==> src/rtl/tsp_pkg.sv <==
// Shared constants, types and helpers of the thinning sub-pass unit.
package tsp_pkg;

	// Widest row the line store holds.
	localparam int MAX_WIDTH = 1024;

	// Field widths of the configuration registers.
	localparam int PARITY_W = 1;
	localparam int WIDTH_W  = 11;
	localparam int HEIGHT_W = 12;
	localparam int ROW_W    = 12;

	// Column counters and line store addressing.
	localparam int COL_W = $clog2(MAX_WIDTH);
	// Width used for column compares: holds column + 1 and any width setting.
	localparam int CMP_W = (COL_W + 1 > WIDTH_W) ? COL_W + 1 : WIDTH_W;

	// Configuration port.
	localparam int CFG_INDEX_W = 2;
	localparam int CFG_DATA_W  = 12;

	localparam logic [CFG_INDEX_W-1:0] REG_SUB_PASS_PARITY = 2'd0;
	localparam logic [CFG_INDEX_W-1:0] REG_FRAME_WIDTH     = 2'd1;
	localparam logic [CFG_INDEX_W-1:0] REG_FRAME_HEIGHT    = 2'd2;

	localparam logic [WIDTH_W-1:0]  FRAME_WIDTH_RESET  = 11'd640;
	localparam logic [HEIGHT_W-1:0] FRAME_HEIGHT_RESET = 12'd480;
	localparam int                  MIN_SIZE           = 4;

	// Request opcodes.
	localparam logic OP_PIXEL = 1'b0;
	localparam logic OP_FLUSH = 1'b1;

	// Queue between front and back.
	localparam int QUEUE_DEPTH = 2;
	localparam int QPTR_W      = $clog2(QUEUE_DEPTH);

	// Line store entry: bit 1 = upper line, bit 0 = middle line.
	localparam int LINE_W = 2;

	typedef struct packed {
		logic              parity;
		logic [CMP_W-1:0]  wm1;     // effective width - 1
		logic [CMP_W-1:0]  eff_w;   // effective width
		logic [ROW_W-1:0]  hm1;     // effective height - 1
		logic [ROW_W-1:0]  eff_h;   // effective height
	} cfg_t;

	// One window column on its way from front to back.
	typedef struct packed {
		logic emit;    // this column produces a result
		logic border;  // the result pixel sits on the frame edge
		logic last;    // the result is the frame's final pixel
		logic up;
		logic mid;
		logic pix;
	} col_item_t;

	function automatic logic [CMP_W-1:0] sat_width(input logic [WIDTH_W-1:0] raw);
		logic [CMP_W-1:0] ext;
		ext = CMP_W'(raw);
		if (ext < CMP_W'(MIN_SIZE))
			return CMP_W'(MIN_SIZE);
		if (ext > CMP_W'(MAX_WIDTH))
			return CMP_W'(MAX_WIDTH);
		return ext;
	endfunction

	function automatic logic [ROW_W-1:0] sat_height(input logic [HEIGHT_W-1:0] raw);
		if (raw < HEIGHT_W'(MIN_SIZE))
			return ROW_W'(MIN_SIZE);
		return ROW_W'(raw);
	endfunction

endpackage

==> src/rtl/tsp_if.sv <==
// Request channels of the thinning sub-pass unit: pixels in, results out.
interface tsp_in_if;
	logic valid;
	logic ready;
	logic op;
	logic pixel_in;

	modport source (output valid, output op, output pixel_in, input ready);
	modport sink   (input valid, input op, input pixel_in, output ready);
endinterface

interface tsp_out_if;
	logic valid;
	logic ready;
	logic pixel_out;
	logic was_deleted;
	logic frame_last;
	logic any_deleted;

	modport source (output valid, output pixel_out, output was_deleted,
		output frame_last, output any_deleted, input ready);
	modport sink   (input valid, input pixel_out, input was_deleted,
		input frame_last, input any_deleted, output ready);
endinterface

==> src/rtl/tsp_ram.sv <==
// Generic single-write, single-read RAM with registered read data.
module tsp_ram #(
	parameter int WIDTH = 1,
	parameter int DEPTH = 2
) (
	input  logic                     clk,
	input  logic                     we,
	input  logic [$clog2(DEPTH)-1:0] waddr,
	input  logic [WIDTH-1:0]         wdata,
	input  logic                     re,
	input  logic [$clog2(DEPTH)-1:0] raddr,
	output logic [WIDTH-1:0]         rdata
);

	logic [WIDTH-1:0] mem_q [DEPTH];

	always_ff @(posedge clk) begin
		if (we)
			mem_q[waddr] <= wdata;
		if (re)
			rdata <= mem_q[raddr];
	end

endmodule

==> src/rtl/tsp_front.sv <==
// Front end: takes requests, tracks raster position, reads and updates the line store.
module tsp_front (
	input  logic                clk,
	input  logic                arst_n,
	input  tsp_pkg::cfg_t       cfg,
	tsp_in_if.sink              pixels,
	input  logic                q_full,
	output logic                push,
	output tsp_pkg::col_item_t  push_data
);

	logic [tsp_pkg::COL_W-1:0] in_col_q, out_col_q;
	logic [tsp_pkg::ROW_W-1:0] in_row_q, out_row_q;

	logic                      s1_valid_q;
	logic [tsp_pkg::COL_W-1:0] col_s1;
	logic                      pix_s1, emit_s1, border_s1, last_s1;

	logic                         byp_valid_q;
	logic [tsp_pkg::LINE_W-1:0]   byp_data_q;
	logic [tsp_pkg::LINE_W-1:0]   rdata, line_rd, wdata;

	logic                      in_ready, fire, take, is_flush, inputs_done;
	logic                      emit, border, last, col_wrap, out_wrap;
	logic [tsp_pkg::CMP_W-1:0] col_inc, out_inc;
	logic [tsp_pkg::COL_W-1:0] in_col_nx, out_col_nx;
	logic [tsp_pkg::ROW_W-1:0] in_row_nx, out_row_nx;

	assign in_ready     = !s1_valid_q || !q_full;
	assign pixels.ready = in_ready;
	assign fire         = pixels.valid && in_ready;

	always_comb begin
		is_flush    = (pixels.op == tsp_pkg::OP_FLUSH);
		inputs_done = (in_row_q >= cfg.eff_h);
		// pixels past the frame and flushes before its end are dropped
		take        = is_flush ? inputs_done : !inputs_done;
		emit        = is_flush || (in_row_q >= tsp_pkg::ROW_W'(2))
			|| (in_row_q == tsp_pkg::ROW_W'(1) && in_col_q != '0);

		col_inc   = tsp_pkg::CMP_W'(in_col_q) + tsp_pkg::CMP_W'(1);
		col_wrap  = (col_inc >= cfg.eff_w);
		in_col_nx = col_wrap ? '0 : col_inc[tsp_pkg::COL_W-1:0];
		in_row_nx = (!is_flush && col_wrap) ? in_row_q + tsp_pkg::ROW_W'(1) : in_row_q;

		border = (out_row_q == '0) || (out_row_q >= cfg.hm1) || (out_col_q == '0)
			|| (tsp_pkg::CMP_W'(out_col_q) >= cfg.wm1);
		last   = (out_row_q >= cfg.hm1) && (tsp_pkg::CMP_W'(out_col_q) >= cfg.wm1);

		out_inc    = tsp_pkg::CMP_W'(out_col_q) + tsp_pkg::CMP_W'(1);
		out_wrap   = (out_inc >= cfg.eff_w);
		out_col_nx = out_wrap ? '0 : out_inc[tsp_pkg::COL_W-1:0];
		out_row_nx = out_wrap ? out_row_q + tsp_pkg::ROW_W'(1) : out_row_q;
	end

	always_ff @(posedge clk or negedge arst_n) begin
		if (!arst_n) begin
			in_col_q   <= '0;
			in_row_q   <= '0;
			out_col_q  <= '0;
			out_row_q  <= '0;
			s1_valid_q <= 1'b0;
		end else begin
			if (fire && take) begin
				if (emit && last) begin
					in_col_q  <= '0;
					in_row_q  <= '0;
					out_col_q <= '0;
					out_row_q <= '0;
				end else begin
					in_col_q <= in_col_nx;
					in_row_q <= in_row_nx;
					if (emit) begin
						out_col_q <= out_col_nx;
						out_row_q <= out_row_nx;
					end
				end
			end
			if (in_ready)
				s1_valid_q <= fire && take;
		end
	end

	always_ff @(posedge clk) begin
		if (fire && take) begin
			col_s1    <= in_col_q;
			pix_s1    <= is_flush ? 1'b0 : pixels.pixel_in;
			emit_s1   <= emit;
			border_s1 <= border;
			last_s1   <= last;
		end
	end

	// same column written and read at one edge: forward the write
	always_ff @(posedge clk or negedge arst_n) begin
		if (!arst_n) begin
			byp_valid_q <= 1'b0;
		end else if (fire && take) begin
			byp_valid_q <= push && (col_s1 == in_col_q);
		end
	end

	always_ff @(posedge clk) begin
		if (fire && take)
			byp_data_q <= wdata;
	end

	assign line_rd = byp_valid_q ? byp_data_q : rdata;
	assign wdata   = {line_rd[0], pix_s1};
	assign push    = s1_valid_q && !q_full;

	assign push_data = '{emit: emit_s1, border: border_s1, last: last_s1,
		up: line_rd[1], mid: line_rd[0], pix: pix_s1};

	tsp_ram #(
		.WIDTH(tsp_pkg::LINE_W),
		.DEPTH(tsp_pkg::MAX_WIDTH)
	) u_line_store (
		.clk   (clk),
		.we    (push),
		.waddr (col_s1),
		.wdata (wdata),
		.re    (fire && take),
		.raddr (in_col_q),
		.rdata (rdata)
	);

endmodule

==> src/rtl/tsp_queue.sv <==
// Short queue of window columns between front and back.
module tsp_queue (
	input  logic                clk,
	input  logic                arst_n,
	input  logic                push,
	input  tsp_pkg::col_item_t  push_data,
	output logic                full,
	input  logic                pop,
	output logic                head_valid,
	output tsp_pkg::col_item_t  head
);

	tsp_pkg::col_item_t          slot_q [tsp_pkg::QUEUE_DEPTH];
	logic [tsp_pkg::QPTR_W-1:0]  wptr_q, rptr_q;
	logic [tsp_pkg::QPTR_W:0]    count_q;

	assign full       = (count_q == (tsp_pkg::QPTR_W+1)'(tsp_pkg::QUEUE_DEPTH));
	assign head_valid = (count_q != '0);
	assign head       = slot_q[rptr_q];

	always_ff @(posedge clk or negedge arst_n) begin
		if (!arst_n) begin
			wptr_q  <= '0;
			rptr_q  <= '0;
			count_q <= '0;
		end else begin
			if (push)
				wptr_q <= (wptr_q == tsp_pkg::QPTR_W'(tsp_pkg::QUEUE_DEPTH - 1))
					? '0 : wptr_q + tsp_pkg::QPTR_W'(1);
			if (pop)
				rptr_q <= (rptr_q == tsp_pkg::QPTR_W'(tsp_pkg::QUEUE_DEPTH - 1))
					? '0 : rptr_q + tsp_pkg::QPTR_W'(1);
			if (push && !pop)
				count_q <= count_q + (tsp_pkg::QPTR_W+1)'(1);
			else if (pop && !push)
				count_q <= count_q - (tsp_pkg::QPTR_W+1)'(1);
		end
	end

	always_ff @(posedge clk) begin
		if (push)
			slot_q[wptr_q] <= push_data;
	end

endmodule

==> src/rtl/tsp_back.sv <==
// Back end: 3x3 window, deletion test and registered result.
module tsp_back (
	input  logic                clk,
	input  logic                arst_n,
	input  logic                parity,
	input  logic                head_valid,
	input  tsp_pkg::col_item_t  head,
	output logic                pop,
	tsp_out_if.source           results
);

	logic [8:0] win_q, win_nx;
	logic       seen_q;
	logic       out_valid_q, pixel_out_q, was_deleted_q, frame_last_q, any_deleted_q;

	logic       out_free, ctr, del, m1, m2;
	logic       nw, we, sw, no, so, ne, ea, se;
	logic [7:0] ring, trans;
	logic [3:0] n_trans, n_set;

	assign out_free = !out_valid_q || results.ready;
	assign pop      = head_valid && (!head.emit || out_free);
	assign win_nx   = {head.pix, head.mid, head.up, win_q[8:3]};

	always_comb begin
		{se, ea, ne, so, ctr, no, sw, we, nw} = win_nx;
		// ring from north clockwise; trans marks 0 -> 1 steps
		ring  = {nw, we, sw, so, se, ea, ne, no};
		trans = ~ring & {ring[0], ring[7:1]};
		n_trans = '0;
		n_set   = '0;
		for (int i = 0; i < 8; i++) begin
			n_trans = n_trans + 4'(trans[i]);
			n_set   = n_set + 4'(ring[i]);
		end
		if (parity) begin
			m1 = no & ea & we;
			m2 = no & so & we;
		end else begin
			m1 = no & ea & so;
			m2 = ea & so & we;
		end
		del = ctr && !head.border && (n_trans == 4'd1) && (n_set >= 4'd2)
			&& (n_set <= 4'd6) && !m1 && !m2;
	end

	always_ff @(posedge clk or negedge arst_n) begin
		if (!arst_n) begin
			win_q       <= '0;
			seen_q      <= 1'b0;
			out_valid_q <= 1'b0;
		end else begin
			if (pop)
				win_q <= win_nx;
			if (pop && head.emit) begin
				out_valid_q <= 1'b1;
				seen_q      <= head.last ? 1'b0 : (seen_q | del);
			end else if (results.ready) begin
				out_valid_q <= 1'b0;
			end
		end
	end

	always_ff @(posedge clk) begin
		if (pop && head.emit) begin
			pixel_out_q   <= ctr & ~del;
			was_deleted_q <= del;
			frame_last_q  <= head.last;
			any_deleted_q <= head.last & (seen_q | del);
		end
	end

	assign results.valid       = out_valid_q;
	assign results.pixel_out   = pixel_out_q;
	assign results.was_deleted = was_deleted_q;
	assign results.frame_last  = frame_last_q;
	assign results.any_deleted = any_deleted_q;

endmodule

==> src/rtl/binary_thinning_subpass_unit.sv <==
// Top level of the Zhang-Suen thinning sub-pass unit.
//
//  channel  | dir | payload                                          | handshake
//  ---------+-----+--------------------------------------------------+------------
//  pixels   | in  | op, pixel_in                                     | valid/ready
//  results  | out | pixel_out, was_deleted, frame_last, any_deleted  | valid/ready
//  cfg      | in  | cfg_index, cfg_data                              | cfg_we only
//
// One request per cycle while the queue has room; an accepted request passes the stage-1
// register and the queue into the output register, where its result can be taken.
// Results trail pixels by frame_width+1 requests.
// The rate is set by the line store: one read at accept, one write at the push.
// Reset clears counters, window and queue; the line store is not cleared.
// A two-entry queue and the output register let either side stall on its own.
module binary_thinning_subpass_unit (
	input  logic                             clk,
	input  logic                             arst_n,
	input  logic                             cfg_we,
	input  logic [tsp_pkg::CFG_INDEX_W-1:0]  cfg_index,
	input  logic [tsp_pkg::CFG_DATA_W-1:0]   cfg_data,
	tsp_in_if.sink                           pixels,
	tsp_out_if.source                        results
);

	tsp_pkg::cfg_t      cfg_q;
	logic               push, q_full, pop, head_valid;
	tsp_pkg::col_item_t push_data, head;

	logic [tsp_pkg::CMP_W-1:0] new_w;
	logic [tsp_pkg::ROW_W-1:0] new_h;

	// sizes are held already clamped to their legal range
	assign new_w = tsp_pkg::sat_width(cfg_data[tsp_pkg::WIDTH_W-1:0]);
	assign new_h = tsp_pkg::sat_height(cfg_data[tsp_pkg::HEIGHT_W-1:0]);

	always_ff @(posedge clk or negedge arst_n) begin
		if (!arst_n) begin
			cfg_q.parity <= 1'b0;
			cfg_q.eff_w  <= tsp_pkg::sat_width(tsp_pkg::FRAME_WIDTH_RESET);
			cfg_q.wm1    <= tsp_pkg::sat_width(tsp_pkg::FRAME_WIDTH_RESET)
				- tsp_pkg::CMP_W'(1);
			cfg_q.eff_h  <= tsp_pkg::sat_height(tsp_pkg::FRAME_HEIGHT_RESET);
			cfg_q.hm1    <= tsp_pkg::sat_height(tsp_pkg::FRAME_HEIGHT_RESET)
				- tsp_pkg::ROW_W'(1);
		end else if (cfg_we) begin
			unique case (cfg_index)
				tsp_pkg::REG_SUB_PASS_PARITY: begin
					cfg_q.parity <= cfg_data[0];
				end
				tsp_pkg::REG_FRAME_WIDTH: begin
					cfg_q.eff_w <= new_w;
					cfg_q.wm1   <= new_w - tsp_pkg::CMP_W'(1);
				end
				tsp_pkg::REG_FRAME_HEIGHT: begin
					cfg_q.eff_h <= new_h;
					cfg_q.hm1   <= new_h - tsp_pkg::ROW_W'(1);
				end
				default: begin
					// unused index: write dropped
				end
			endcase
		end
	end

	// front: accept, classify, line store access
	tsp_front u_front (
		.clk       (clk),
		.arst_n    (arst_n),
		.cfg       (cfg_q),
		.pixels    (pixels),
		.q_full    (q_full),
		.push      (push),
		.push_data (push_data)
	);

	tsp_queue u_queue (
		.clk        (clk),
		.arst_n     (arst_n),
		.push       (push),
		.push_data  (push_data),
		.full       (q_full),
		.pop        (pop),
		.head_valid (head_valid),
		.head       (head)
	);

	// back: window shift, deletion test, result register
	tsp_back u_back (
		.clk        (clk),
		.arst_n     (arst_n),
		.parity     (cfg_q.parity),
		.head_valid (head_valid),
		.head       (head),
		.pop        (pop),
		.results    (results)
	);

endmodule

==> src/flat_wrapper.sv <==
// flat-port wrapper written by rule: the top's interface ports become plain ports
module binary_thinning_subpass_unit_flat 
  (clk, arst_n, cfg_we, cfg_index, cfg_data, pixels_valid, pixels_op, pixels_pixel_in, pixels_ready, results_valid, results_pixel_out, results_was_deleted, results_frame_last, results_any_deleted, results_ready);
  tsp_in_if pixels_i ();
  tsp_out_if results_i ();
  input  logic clk;
  input  logic arst_n;
  input  logic cfg_we;
  input  logic [tsp_pkg::CFG_INDEX_W-1:0] cfg_index;
  input  logic [tsp_pkg::CFG_DATA_W-1:0] cfg_data;
  input wire logic [$bits(pixels_i.valid)-1:0] pixels_valid;
  input wire logic [$bits(pixels_i.op)-1:0] pixels_op;
  input wire logic [$bits(pixels_i.pixel_in)-1:0] pixels_pixel_in;
  output wire logic [$bits(pixels_i.ready)-1:0] pixels_ready;
  output wire logic [$bits(results_i.valid)-1:0] results_valid;
  output wire logic [$bits(results_i.pixel_out)-1:0] results_pixel_out;
  output wire logic [$bits(results_i.was_deleted)-1:0] results_was_deleted;
  output wire logic [$bits(results_i.frame_last)-1:0] results_frame_last;
  output wire logic [$bits(results_i.any_deleted)-1:0] results_any_deleted;
  input wire logic [$bits(results_i.ready)-1:0] results_ready;
  assign pixels_i.valid = pixels_valid;
  assign pixels_i.op = pixels_op;
  assign pixels_i.pixel_in = pixels_pixel_in;
  assign pixels_ready = pixels_i.ready;
  assign results_valid = results_i.valid;
  assign results_pixel_out = results_i.pixel_out;
  assign results_was_deleted = results_i.was_deleted;
  assign results_frame_last = results_i.frame_last;
  assign results_any_deleted = results_i.any_deleted;
  assign results_i.ready = results_ready;
  binary_thinning_subpass_unit u_core (.clk(clk), .arst_n(arst_n), .cfg_we(cfg_we), .cfg_index(cfg_index), .cfg_data(cfg_data), .pixels(pixels_i), .results(results_i));
endmodule
==> config.mk <==
export PLATFORM = sky130hd
export DESIGN_NAME = binary_thinning_subpass_unit_flat
export DESIGN_NICKNAME = d
export VERILOG_FILES = /design/src/rtl/tsp_pkg.sv /design/src/rtl/tsp_if.sv /design/src/rtl/tsp_ram.sv /design/src/rtl/tsp_front.sv /design/src/rtl/tsp_queue.sv /design/src/rtl/tsp_back.sv /design/src/rtl/binary_thinning_subpass_unit.sv /design/src/flat_wrapper.sv
export SDC_FILE = /design/constraint.sdc
export NUM_CORES = 2
export LEC_CHECK = 0
export BUFFER_PORTS_ARGS = -buffer_cell sky130_fd_sc_hd__buf_2
export CORE_ASPECT_RATIO = 1.75
export CORE_MARGIN = 5
export CORE_UTILIZATION = 60
export CTS_BUF_LIST = sky130_fd_sc_hd__clkbuf_8
export DETAILED_ROUTE_END_ITERATION = 6
export HOLD_SLACK_MARGIN = 0.12
export PLACE_DENSITY = 0.82
export SYNTH_ARGS = -nofsm -noshare
export SYNTH_HDL_FRONTEND = slang
export SYNTH_HIERARCHICAL = 1
export SYNTH_SLANG_ARGS = --single-unit
==> constraint.sdc <==
create_clock -name clk -period 14.55 [get_ports clk]
set_input_delay 2.1825 -clock clk [delete_from_list [all_inputs] [get_ports clk]]
set_output_delay 2.1825 -clock clk [all_outputs]
set_load 0.02 [all_outputs]
==> impl_metrics.py <==
metrics = {
    "global_route": {
        "global_route_wire_length_before_repair_um": 358900,
        "antenna_found_initial": 4,
        "grt_pass1_vias": 55980,
        "grtUsageMet3": 0.06819,
        "global_route.usage.met1": 0.3464,
        "grt_util_all_layers": 0.3017,
        "globalRouteOverflowTotal": 0,
        "grt_busiest_layer": "met2",
        "grt_use_met2": 0.4982,
        "grt_max_degree": 235,
    },
    "floorplanning": {
        "chipWidth_um": 306.7,
        "initial_core_util": 0.6036,
        "rows": 190,
        "pin_count": 27,
        "placeableCoreArea_um2": 153100,
        "chip_height_um": 529.2,
        "dieArea_um2": 162300,
    },
    "power": {
        "power.internal_uw": 11660,
        "p_leak_uw": 0.03104,
        "p_switching_uw": 5312,
        "combinational_share_of_power": 0.271,
        "power_density_nw_per_um2": 170.6,
        "share_clk_of_total_power": 0.263,
        "worst_ir_drop_on_vdd_v": 0.0001959,
        "switching_share_of_power": 0.3130,
        "sequential_power_share": 0.466,
    },
    "sta": {
        "finalHoldViolCount": 0,
        "grt_setup_unrepaired": "false",
        "tightestPinTransition_ps": 1528,
        "period_share": 0.4178,
        "timing.max_slew.rel_slack": -0.02791,
        "report.final.slew_viol_count": 2,
        "setup_viol": 0,
        "timing.final.crit_period_ps": 6079,
        "clock-skew-final_ps": 53.43,
        "timing.fmax_mhz": 164.5,
        "finalWorstSetupSlack_ps": 8471,
    },
    "clock_tree": {
        "postCtsHoldBufs": 0,
        "post_cts_buffers": 0,
        "insertion_delay_ps": 930,
        "cts_tree": "yes",
        "post_cts.resized_instances": 0,
        "root_buffer": "clkbuf_8",
        "tritoncts.num_buffers": 289,
        "cts_htree_levels": 5,
        "worst_setup_hold_path_clk_slew_ps": 70,
        "clockBufferDepth": 4,
        "cts_sinks": 2187,
    },
    "critical_path": {
        "worstPathCellList": "buf_4 > buf_4 > buf_4 > mux4_2 > a22o_1 > a221oi_1 > o21ai_0 > nor3_1 > o31ai_1 > o31ai_1 > nand4_1",
        "endpoint_kind": "flip-flop",
        "slowest_stage": "buf_4",
        "highest_net_fanout_along_the_worst_path": 54,
        "cp_num_buf_inv": 3,
        "setup.worst_path.start_class": "flip-flop",
        "worstSetupPathType": "flip-flop to flip-flop",
        "worst-endpoint-required_ps": 15190,
        "cp_data_arrival_time_ps": 6720,
        "critical-path-top-cell-by-count": "buf_4",
        "cell_family_contributing_the_most_delay_on_the_critical_path": "buffers and inverters",
        "cp_slowest_stage_delay_ps": 920,
    },
    "yosys": {
        "synthDistinctLibCells": 97,
        "synth_nets": 5807,
        "yosysWarningCount": 6,
        "postSynthCellCount": 5702,
        "postSynth.topFlopCell": "edfxtp_1",
        "synth.yosys.seq_area_share": 0.7053,
        "ys_async_rst_share": 0.04801,
        "post_syn_area_um2": 92410,
        "ys_ff_latch": 2187,
        "synth_enable_flop_cells": 2082,
        "syn_avg_cell_area_um2": 16.21,
    },
    "route": {
        "drt-total-wl_um": 247000,
        "num_vias": 54420,
        "route.antenna.remaining_nets": 0,
        "routed_via_density": 6.866,
        "drt-initial-drc-count": 8042,
        "drc_errors": 0,
        "avgRoutedWirePerCell_um": 31.16,
        "drt_pass1_iterations": 7,
    },
    "placement": {
        "port_bufs": 26,
        "dp_hpwl_um": 141100,
        "finalWeightedCongestion": 0.8965,
        "dpl.cell_count": 7415,
        "place_ws_ps": 8575,
    },
    "layout": {
        "post_route_cells_drive_above_1_share": 0.1812,
        "top_library_cells_by_usage_in_the_layout_fill_and_taps_aside": "edfxtp_1, nor2_1, mux4_2",
        "instances_no_fill": 7926,
        "layout.cells.most_common": "edfxtp_1",
        "fin_nets": 5796,
        "synthToLayoutAreaGrowth_pct": 7.657,
    },
    "flow_run": {
        "cap_viol_max_count": 1,
    },
    "outcome": {
        "failed_checks": "capacitance limit, slew limit",
        "run_status": "finished with violations",
    },
    "hold_path": {
        "timing.hold.worst.class": "flip-flop to flip-flop",
    },
}
power by group through the flow:
stage	sequential (uW)	combinational, uW	clock, uW
2_1_floorplan	8560	3190	0
3_3_place_gp	8020	4400	0
4_1_cts	7900	4530	4500
3_5_place_dp	8030	4510	0
5_1_grt	7920	4850	4810
6_report	7910	4600	4470
cell usage after synthesis (all sizes together) (49+ instances only):
cell type	number	area (um2)
ha	76	950.9
o22ai	49	306.5
dfrtp	83	2077
mux2i	209	2092
nand3	69	350.3
nor3	58	300.3
edfxtp	2082	62520
nand2	211	797.0
nor2	1101	4135
o221ai	83	733.2
a22oi	49	367.9
buf	177	1299
clkbuf	257	964.7
inv	89	334.1
o21ai	111	559.3
mux4	449	10110
a21oi	116	584.3
layer usage:
| metal | vias up | wire (um) |
|---|---|---|
| met5 | - | 13 |
| li1 | 22050 | - |
| met1 | 27230 | 72800 |
| met3 | 1065 | 30230 |
| met2 | 4077 | 121600 |
| met4 | 2 | 22330 |
per-stage QoR:
stage	hold slack [ps]	util	area [um2]	TNS [ps]	total power, uW
3_3_place_gp	426.9	0.6138	93970	0	12420
2_1_floorplan	439.1	-	92410	-174610	11750
6_report	448.9	0.6498	99480	0	16970
5_1_grt	470.6	0.6497	99470	0	17570
3_5_place_dp	441.7	0.6138	93970	0	12550
4_1_cts	460.1	0.6497	99460	0	16930
logic make-up (layout without fill, tap and decap cells):
group                    after synthesis  count (layout)  share of synthesized area
XOR/XNOR                              32              32                   0.003033
adder cells (fa/ha/maj)               84              84                    0.01202
other                                  0               6                          0
buffers and inverters                524             726                    0.02815
AND/OR/NAND/NOR                     1633            1633                    0.07524
multiplexers                         680             680                     0.1348
flip-flops                          2187            2187                     0.7053
AO/OA/AOI/OAI                        562             562                    0.04149
state kept, by name, summed over array words and instances, names as in the netlist, 2 cells and up:
signal                             flops
u_core/u_front/in_col_q               10
u_core/u_front/col_s1                 10
u_core/u_queue/slot_q                 12
u_core/u_front/out_col_q              10
u_core/u_back/win_q                    6
u_core/u_queue/count_q                 2
u_core/cfg_q                          47
u_core/u_front/u_line_store/mem_q   2048
u_core/u_front/out_row_q              12
u_core/u_front/byp_data_q              2
u_core/u_front/u_line_store/rdata      2
u_core/u_front/in_row_q               12
cell type report:
class,count,area (um2)
tap,2016,2522
clock inverter,204,1368
sequential,2187,65190
clock buffer,300,4129
inverter,90,339.1
antenna,6,15.01
multi-input combinational,2991,24940
timing repair buffer,132,975.9
fill,9795,53620
final timing paths:
path                                                        start                                              to  slack (ps)  cells past startpoint
max                        u_core/u_front/in_col_q[0]$_DFFE_PN0P_  u_core/u_front/u_line_store/rdata[1]$_DFFE_PP_        8470                     11
min                              u_core/u_front/last_s1$_DFFE_PP_           u_core/u_queue/slot_q[0][3]$_DFFE_PP_         450                      0
max reg2reg                u_core/u_front/in_col_q[0]$_DFFE_PN0P_  u_core/u_front/u_line_store/rdata[1]$_DFFE_PP_        8470                     11
min reg2reg                      u_core/u_front/last_s1$_DFFE_PP_           u_core/u_queue/slot_q[0][3]$_DFFE_PP_         450                      0
max in group asynchronous                                  arst_n          u_core/u_front/in_col_q[4]$_DFFE_PN0P_       11920                      2
min in group asynchronous                                  arst_n                    u_core/cfg_q[11]$_DFFE_PN0P_        1310                      1
No activity file was read; power rests on OpenSTA's default activity.
